**src/design/owf_pkg.sv**
```systemverilog
// ----------------------------------------------------------------------------
// owf_pkg
// Shared widths, codes and types of the overwrite-oldest sample FIFO.
// ----------------------------------------------------------------------------
package owf_pkg;

  // Built store depth and longest read burst
  localparam int DEPTH    = 4096;
  localparam int MAX_READ = 64;

  // Field widths
  localparam int SMP_W  = 16;
  localparam int CAP_W  = 13;
  localparam int REQ_W  = 7;
  localparam int OVF_W  = 32;
  localparam int FUNC_W = 2;

  localparam int ADDR_W = $clog2(DEPTH);
  localparam int CNT_W  = $clog2(MAX_READ + 1);

  // Function codes
  localparam logic [FUNC_W-1:0] FUNC_WRITE = 2'd0;
  localparam logic [FUNC_W-1:0] FUNC_READ  = 2'd1;
  localparam logic [FUNC_W-1:0] FUNC_QUERY = 2'd2;

  typedef enum logic [1:0] {
    ST_IDLE,
    ST_RD_ISSUE,
    ST_RD_LOAD
  } owf_state_t;

  typedef enum logic [2:0] {
    OP_NONE,
    OP_WRITE,
    OP_QUERY,
    OP_EMPTY_READ,
    OP_RD_ISSUE,
    OP_RD_LOAD
  } owf_op_t;

  // Controller to datapath
  typedef struct packed {
    owf_op_t op;
    logic    last;
  } owf_cmd_t;

  // Datapath to controller
  typedef struct packed {
    logic [CAP_W-1:0] level;
    logic             out_free;
  } owf_status_t;

  // Step a ring index, wrapping at the capacity in use
  function automatic logic [ADDR_W-1:0] ring_advance(input logic [ADDR_W-1:0] idx,
                                                     input logic [CAP_W-1:0]  cap);
    logic [CAP_W-1:0] sum;
    sum = CAP_W'(idx) + CAP_W'(1);
    return (sum >= cap) ? '0 : sum[ADDR_W-1:0];
  endfunction

endpackage

```
**src/design/owf_ctrl.sv**
```systemverilog
// ----------------------------------------------------------------------------
// owf_ctrl
// Request acceptance and read burst sequencing.
// ----------------------------------------------------------------------------
module owf_ctrl
  import owf_pkg::*;
(
  input  logic              clk,
  input  logic              rst,
  input  logic              req_valid,
  output logic              req_ready,
  input  logic [FUNC_W-1:0] func,
  input  logic [REQ_W-1:0]  request_count,
  input  logic              cfg_pending,
  input  owf_status_t       status,
  output owf_cmd_t          cmd
);

  owf_state_t       state, state_next;
  logic [CNT_W-1:0] remaining, remaining_next;
  logic [CNT_W-1:0] req_sat;
  logic [CNT_W-1:0] burst_len;
  logic             accept;

  // Saturate the request, then limit it to what is held
  always_comb begin
    req_sat   = (request_count > REQ_W'(MAX_READ)) ? CNT_W'(MAX_READ)
                                                   : CNT_W'(request_count);
    burst_len = (status.level < CAP_W'(req_sat)) ? CNT_W'(status.level) : req_sat;
  end

  assign req_ready = (state == ST_IDLE) && status.out_free && !cfg_pending;
  assign accept    = req_valid && req_ready;

  always_ff @(posedge clk) begin
    if (rst) begin
      state     <= ST_IDLE;
      remaining <= '0;
    end else begin
      state     <= state_next;
      remaining <= remaining_next;
    end
  end

  always_comb begin
    state_next     = state;
    remaining_next = remaining;
    cmd.op         = OP_NONE;
    cmd.last       = 1'b1;
    unique case (state)
      ST_IDLE: begin
        if (accept) begin
          priority if (func == FUNC_WRITE) begin
            cmd.op = OP_WRITE;
          end else if (func == FUNC_QUERY) begin
            cmd.op = OP_QUERY;
          end else if (func == FUNC_READ) begin
            if (burst_len == '0) begin
              cmd.op = OP_EMPTY_READ;
            end else begin
              remaining_next = burst_len;
              state_next     = ST_RD_ISSUE;
            end
          end else begin
            cmd.op = OP_NONE;
          end
        end
      end
      ST_RD_ISSUE: begin
        cmd.op         = OP_RD_ISSUE;
        cmd.last       = (remaining == CNT_W'(1));
        remaining_next = remaining - CNT_W'(1);
        state_next     = ST_RD_LOAD;
      end
      ST_RD_LOAD: begin
        if (status.out_free) begin
          cmd.op     = OP_RD_LOAD;
          state_next = (remaining == '0) ? ST_IDLE : ST_RD_ISSUE;
        end
      end
      default: begin
        state_next = ST_IDLE;
      end
    endcase
  end

endmodule

```
**config.mk**
```make
export PLATFORM = sky130hd
export DESIGN_NAME = owf_ctrl
export DESIGN_NICKNAME = d
export VERILOG_FILES = /design/src/design/owf_pkg.sv /design/src/design/owf_ctrl.sv
export SDC_FILE = /design/constraint.sdc
export NUM_CORES = 1
export LEC_CHECK = 0
export ABC_AREA = 1
export BUFFER_PORTS_ARGS = -buffer_cell sky130_fd_sc_hd__buf_4
export CORE_AREA = 2 2 45 51
export DETAILED_ROUTE_END_ITERATION = 16
export DIE_AREA = 0 0 47 53
export PLACE_DENSITY_LB_ADDON = 0.15
export SLEW_MARGIN = 20
export SYNTH_ARGS = -nofsm -noshare
export SYNTH_HDL_FRONTEND = slang
export SYNTH_SLANG_ARGS = --single-unit
```
**constraint.sdc**
```tcl
create_clock -name clk -period 3.91 [get_ports clk]
set_input_delay 0.391 -clock clk [delete_from_list [all_inputs] [get_ports clk]]
set_output_delay 0.391 -clock clk [all_outputs]
set_load 0.03 [all_outputs]
```
==> results of run 1 <==
-- power by group --
part / leakage, nW / internal, W / switching (W)
Clock: 0.0150 / 0.0000394 / 0.0000332
Combinational: 0.645 / 0.0000414 / 0.0000530
Sequential: 0.0728 / 0.0000944 / 0.00000184
Total: 0.733 / 0.000175 / 0.0000881
-- sequential cells by signal, indices dropped and copies added, names as in the netlist --
signal	cells
remaining	7
state	2
-- critical path, delay by kind of cell --
family	cells	cell delay, ns
simple gates	11	0.95
buf+inv	4	0.43
fa+ha+maj	1	0.29
compound gates	2	0.30
-- metal layers --
metal  global-route usage, %  up-vias  share of wire, %
met3                    1.37        5               5.0
met1                    27.8      516                40
li1                        -      648                 -
met4                    8.33        0               1.8
met5                       0        -                 0
met2                    41.3       41                53
-- cell type report --
cell class | instances | area [um2]
clock buffers | 4 | 26.3
well taps | 28 | 35.0
multi-input cells | 144 | 741
inverters | 28 | 105
fillers | 197 | 637
repair buffers | 31 | 233
flip-flops and latches | 9 | 180
-- logic make-up after synthesis --
logic type,count (synthesis),synth area share [%]
AOI/OAI and AO/OA,17,8.44
adders and majority gates,8,9.65
buffers and inverters,29,11.2
DFF,9,17.4
and+or+nand+nor,119,53.3
-- layout by cell type, fill, tap and decap left out --
cell      instances
clkbuf_1          1
nor2_4            1
clkinv_1          1
clkbuf_4          3
buf_4            31
nor2_1           23
nor2_2            5
nand3b_1          3
o22ai_1           1
o21ai_1           2
nand3_2           2
nand2_4           2
inv_1            20
inv_2             7
o21ai_0           7
a21oi_1           6
and3_1            1
dfxtp_1           9
ha_1              8
nor3_2            1
nand2_2           2
a31oi_1           1
nand4_2           1
nand3_1          10
nor3_1            2
nand4_1           4
nand2_1          62
-- worst max path at each step --
stage | startpoint | cells past startpoint | end | slack [ns]
3_5_place_dp | request_count[6] | 18 | cmd[1] | 1.14
6_report | request_count[6] | 18 | cmd[2] | 1.15
4_1_cts | request_count[6] | 18 | cmd[1] | 1.14
2_1_floorplan | request_count[6] | 16 | cmd[2] | 1.23
3_3_place_gp | request_count[6] | 18 | cmd[2] | 1.20
5_1_grt | request_count[6] | 18 | cmd[1] | 0.86
-- stage by stage --
| stage | worst slack (ns) | instances | total power, W |
|---|---|---|---|
| floorplan | 1.23 | 182 | 0.000157 |
| global placement | 1.20 | 240 | 0.000190 |
| detailed placement | 1.14 | 240 | 0.000193 |
| CTS | 1.14 | 244 | 0.000265 |
| global route | 0.864 | 244 | 0.000281 |
| finish | 1.15 | 244 | 0.000263 |
==> summary.md, run 1 <==
| Metric | Value |
|---|---|
| Outcome | `complete, no violations` |
| CTS sink cnt | `9` |
| Ys flop type | `dfxtp_1` |
| CTS buffer count | `3` |
| Post-Syn Nets | `217` |
| R2r worst-path depth | `8` |
| CP most frequent cell | `nand2_1` |
| Syn Area/Cell | `5.70 um2` |
| Tmin final | `2.76 ns` |
| Routed wire length | `2400 um` |
| First-pass GRT wire length | `4310 um` |
| Hpwl dp | `2060 um` |
| Crit path largest cell delay | `0.29 ns` |
| Flop2flop setup slack | `2.19 ns` |
| Grt ovf | `0` |
| Register clock-pin slew on the reported worst setup and hold paths | `0.06 ns` |
| Pre-antenna DRT Iters | `4` |
| Diode count | `0` |
| CP max-delay cell | `ha_1` |
| Die width | `47 um` |
| Pin count of the biggest net entering global routing | `12` |
| Reg2reg end | `remaining[0]$_SDFFE_PP0P_` |
| Unrepaired setup endpoints after global routing | `false` |
| EDFF count, synth | `0` |
| Critical path type | `in -> out` |
| Fin Hold WS | `0.301 ns` |
| P_leak | `0.733 nW` |
| Slew headroom | `74.6%` |
| Layout area overhead | `27.3%` |
| DRT antenna net count | `0` |
| Max H-tree Level | `1` |
| Register area share after synthesis | `17.4%` |
| Number of unique standard cell types used by synthesis | `25` |
| Clk_lat worst skew | `0.26 ns` |
| Cell Rows | `17` |
| Cell Area, Placed | `1290 um2` |
| DRC violation count after routing | `0` |
| Initial drt markers | `30` |
| Clock buffer depth | `2` |
| Synth top area cells | `nand2_1, dfxtp_1, ha_1` |
| Pwr/cell area | `199 nW/um2` |
| Count leader, synth | `nand2_1` |
| Vias in the first global route | `1105` |
| Period utilization | `70.7%` |
| Post-CTS Resized | `0` |
| Worst Setup End Kind | `primary output` |
| Yosys warns | `0` |
| Setup Skew | `0.00790 ns` |
| Port Buf Inserts | `31` |
| Crit path launch type | `input pin` |
| Worst Hold Path EP | `state[1]$_SDFFE_PP0P_` |
| Asr flop ratio synth | `0%` |
| IR drop worst, VDD | `0.000101 V` |
| Hold Vio Cnt, Final | `0` |
| Area leader, netlist | `nand2_1` |
| Clock root buffer | `clkbuf_4` |
| Most frequent cells after synthesis | `nand2_1, nor2_1, inv_1, nand3_1, dfxtp_1` |
| Fmax | `0.362 GHz` |
| Initial antenna violation count | `0` |
| Setup Viol. Count Final | `0` |
| Post-CTS Hold Buffers | `0` |
| Final nets | `252` |
| Worst hold path class | `in -> reg` |
| Fin util | `67.5%` |
| Crit-path max FO | `8` |
| Hold_sp | `rst` |
| Share of the synthesized area in the top cell type | `22.4%` |
| Die height | `53 um` |
| DR WL/cell | `9.84 um` |
| Sequence of cells on the critical path | `buf_4 -> inv_2 -> nand2_1 -> ha_1 -> nand2_1 -> inv_1 -> a21oi_1 -> nand2_2 -> nand2_4 -> nand3b_1 -> nand2_1 -> nand2_1 -> nor2_2 -> nand2_1 -> nand2_1 -> nand3_1 -> a21oi_1 -> buf_4` |
| Starting density of the core | `53.0%` |
| Core area | `1960 um2` |
| Worst EP required | `3.52 ns` |
| Vias per cell | `4.96` |
| Detailed-route via count | `1210` |
| Cell area after synthesis | `1040 um2` |
| R2r startpoint | `state[0]$_SDFFE_PP0P_` |
| Worst slew pin tran | `0.380 ns` |
| Post-CTS Setup Bufs | `0` |
| Io pins | `32` |
| CTS tree | `done` |
| MaxCap Viol Count | `0` |
| Final Slew Violations | `0` |
| #FFs+latches synth | `9` |
| Final setup TNS | `0 ns` |
| Critical path arrival | `2.37 ns` |
| RePlAce Congestion | `0.884` |
| Final instance area | `1320 um2` |
| All-Layer GR Usage | `23.0%` |
| Die ar. | `2490 um2` |
| Layout cell share with drive strength beyond 1 | `25.5%` |
| Mapped Cells | `182` |
| Hold depth | `2` |
No activity file was read; power rests on OpenSTA's default activity.
==> inputs of run 2 (changes only) <==
--- a/config.mk
+++ b/config.mk
@@ -5,11 +5,11 @@
 export SDC_FILE = /design/constraint.sdc
 export NUM_CORES = 1
 export LEC_CHECK = 0
-export ABC_AREA = 1
+export ABC_AREA = 0
 export BUFFER_PORTS_ARGS = -buffer_cell sky130_fd_sc_hd__buf_4
-export CORE_AREA = 2 2 45 51
+export CORE_AREA = 2 2 49 55
 export DETAILED_ROUTE_END_ITERATION = 16
-export DIE_AREA = 0 0 47 53
+export DIE_AREA = 0 0 51 57
 export PLACE_DENSITY_LB_ADDON = 0.15
 export SLEW_MARGIN = 20
 export SYNTH_ARGS = -nofsm -noshare
==> constraint.sdc (replaced) <==
create_clock -name clk -period 2.4 [get_ports clk]
set_input_delay 0.24 -clock clk [delete_from_list [all_inputs] [get_ports clk]]
set_output_delay 0.24 -clock clk [all_outputs]
set_load 0.03 [all_outputs]
==> run 2 against run 1 <==
  * Critical endpoint is now cmd[1]
  * Highest routed layer unchanged
  * First-iteration DRC count grew 13%
  * Sequential share of layout area shrank 1.8 points
  * Register-to-register slack lost 1.8 ns
  * Setup slack lost 1.1 ns
  * Critical path type unchanged
  * Design area grew 15%
  * Wire length grew 27%
  * Non-clock buffer count grew 11
  * Count of clock-buffer cells in the layout is the same
  * Die area grew 17%
  * Area after synthesis shrank 0.12%
==> summary.md, run 2 <==
| Metric | Value |
|---|---|
| Outcome | `complete, no violations` |
| Period utilization | `96.7%` |
| RePlAce Congestion | `0.905 (+2.4%)` |
| Flop2flop setup slack | `0.40 ns (-1.79 ns)` |
| Detailed-route via count | `1220 (+0.83%)` |
| Most frequent cells after synthesis | `nand2_1, nor2_1, inv_1, a21oi_1, dfxtp_1` |
| Fin util | `63.4% (-4.1 points)` |
| Synth top area cells | `dfxtp_1, ha_1, mux2i_1` |
| Worst slew pin tran | `0.454 ns (+0.0740 ns)` |
| Routed wire length | `3040 um (+27%)` |
| Hpwl dp | `2460 um (+20%)` |
| Grt ovf | `0 (unchanged)` |
| DR WL/cell | `14.5 um (+47%)` |
| Port Buf Inserts | `31 (unchanged)` |
| Post-CTS Hold Buffers | `0 (unchanged)` |
| DRC violation count after routing | `0 (unchanged)` |
| Slew headroom | `69.6% (-5.0 points)` |
| Most frequent cells in the layout | `buf_4, nand2_1, nor2_1` |
| IR drop worst, VDD | `0.000218 V (+120%)` |
| Final Slew Violations | `0 (unchanged)` |
| Tmin final | `2.32 ns` |
| Asr flop ratio synth | `0% (unchanged)` |
| Cell area after synthesis | `1040 um2 (-0.12%)` |
| Setup Skew | `0.000743 ns (-0.00716 ns)` |
| Diode count | `0 (unchanged)` |
| Worst hold path class | `in -> reg` |
| Count leader, synth | `nand2_1` |
| Critical path arrival | `2.08 ns (-0.29 ns)` |
| Initial drt markers | `34 (+13%)` |
| Setup Viol. Count Final | `0 (unchanged)` |
| R2r startpoint | `state[1]$_SDFFE_PP0P_` |
| Number of unique standard cell types used by synthesis | `43 (+72%)` |
| Cell Rows | `19 (+2)` |
| Initial antenna violation count | `0 (unchanged)` |
| Register area share after synthesis | `17.4% (+0.021 points)` |
| Clock buffer depth | `2 (unchanged)` |
| Pwr/cell area | `284 nW/um2 (+42%)` |
| Layout area overhead | `46.9%` |
| Crit path launch type | `input pin` |
| Vias per cell | `5.81 (+17%)` |
| Commonest non-fill, non-tap cell in the layout | `buf_4` |
| Clk_lat worst skew | `0.26 ns (about the same)` |
| Unrepaired setup endpoints after global routing | `true` |
| #FFs+latches synth | `9 (unchanged)` |
| DRT antenna net count | `0 (unchanged)` |
| Mapped Cells | `136 (-25%)` |
| Area leader, netlist | `dfxtp_1` |
| Pin count of the biggest net entering global routing | `11 (-1)` |
| Total power | `0.000432 W (+64%)` |
| Reg with most FFs | `remaining` |
| Hold Vio Cnt, Final | `0 (unchanged)` |
| All-Layer GR Usage | `21.8% (-1.2 points)` |
| Worst Setup End Kind | `primary output` |
| CTS sink cnt | `9 (unchanged)` |
| Register area | `180 um2 (unchanged)` |
| Final instance area | `1520 um2 (+15%)` |
| Register clock-pin slew on the reported worst setup and hold paths | `0.06 ns (about the same)` |
| Yosys warns | `0 (unchanged)` |
| Final setup TNS | `0 ns (unchanged)` |
| FILL cells | `231 (+17%)` |
| Core area | `2400 um2 (+23%)` |
| Io pins | `32 (unchanged)` |
| First-pass GRT wire length | `5050 um (+17%)` |
| Vias in the first global route | `1177 (+6.5%)` |
| Critical path type | `in -> out` |
| Ys flop type | `dfxtp_1` |
| Starting density of the core | `43.1% (-9.9 points)` |
| Fmax | `0.431 GHz` |
| Share of the synthesized area in the top cell type | `17.4% (-5.0 points)` |
| Die width | `51 um (+8.5%)` |
| P_leak | `0.611 nW (-17%)` |
| Number of flip-flops in the largest register | `7 (unchanged)` |
| Top Registers | `remaining: 7 flops, state: 2 flops` |
| Final nets | `215 (-15%)` |
| Hold_sp | `rst` |
| Layout cell share with drive strength beyond 1 | `38.0% (+13 points)` |
| MaxCap Viol Count | `0 (unchanged)` |
| Syn Area/Cell | `7.62 um2 (+34%)` |
| Cell Area, Placed | `1410 um2 (+8.6%)` |
| Die height | `57 um (+7.5%)` |
| Crit-path max FO | `6 (-2)` |
| EDFF count, synth | `0 (unchanged)` |
| Die ar. | `2910 um2 (+17%)` |
| Post-Syn Nets | `171 (-21%)` |
| Worst EP required | `2.16 ns (-1.36 ns)` |
| Worst setup startpoint | `request_count[6]` |
| Max H-tree Level | `1 (unchanged)` |
| CTS buffer count | `3 (unchanged)` |
| CTS tree | `done` |
| Clock root buffer | `clkbuf_4` |
| Pre-antenna DRT Iters | `4 (unchanged)` |
| Multi-input gate area | `916 um2 (+24%)` |
-- run 2: final timing paths --
check                                    to  cells after the start
setup / recovery                     cmd[1]                     10
hold / removal        state[0]$_SDFFE_PP0P_                      2
setup reg to reg  remaining[5]$_SDFFE_PP0P_                      6
hold reg to reg   remaining[5]$_SDFFE_PP0P_                      1
-- run 2: logic make-up after synthesis --
logic type / after synthesis / synth area share, %
simple gates: 63 / 35.1
fa+ha+maj: 8 / 9.66
flops: 9 / 17.4
compound gates: 34 / 22.9
mux: 8 / 8.21
xor+xnor: 1 / 0.846
buf+inv: 13 / 5.80
-- run 2: cell type report --
cell class,count,area share (%)
tap,31,2.55
timing repair buffer,42,21.0
inverter,10,2.71
clock buffer,4,1.73
sequential,9,11.8
multi-input combinational,114,60.2
-- run 2: metrics by stage --
| step | hold WS, ns | std cells | setup WS [ns] |
|---|---|---|---|
| after detailed placement | 0.481 | 205 | -0.186 |
| final | 0.242 | 210 | 0.0783 |
| after global routing | 0.253 | 210 | -0.0266 |
| after CTS | 0.239 | 210 | 0.00154 |
| after floorplan | 0.418 | 136 | 0.00355 |
| after global placement | 0.477 | 205 | -0.0174 |
-- run 2: where the power goes --
part           switching, W  internal (W)  total, W
clock             0.0000569     0.0000642  0.000121
sequential       0.00000281      0.000151  0.000154
combinational     0.0000788     0.0000781  0.000157
total              0.000139      0.000294  0.000432
-- run 2: metal layers --
layer | vias to the layer above | track usage (%) | share of wire [%]
met4 | 0 | 6.18 | 1.2
met2 | 29 | 41.0 | 54
li1 | 603 | - | -
met3 | 4 | 0 | 2.3
met1 | 584 | 27.0 | 43
met5 | - | 0 | 0
-- run 2: timing repair --
item	4_1_cts	5_1_grt
pin swaps	1	2
endpoints found under the setup margin	2	5
setup buffers	1	0
resized for setup	0	14
-- run 2: worst max-delay path: stages --
cell	delay, ns
buf_4	0.10
clkinvlp_4	0.17
ha_1	0.27
nor4_2	0.31
nand3_1	0.17
nor3_4	0.18
mux2i_1	0.10
and2_4	0.16
o31ai_4	0.24
buf_6	0.16
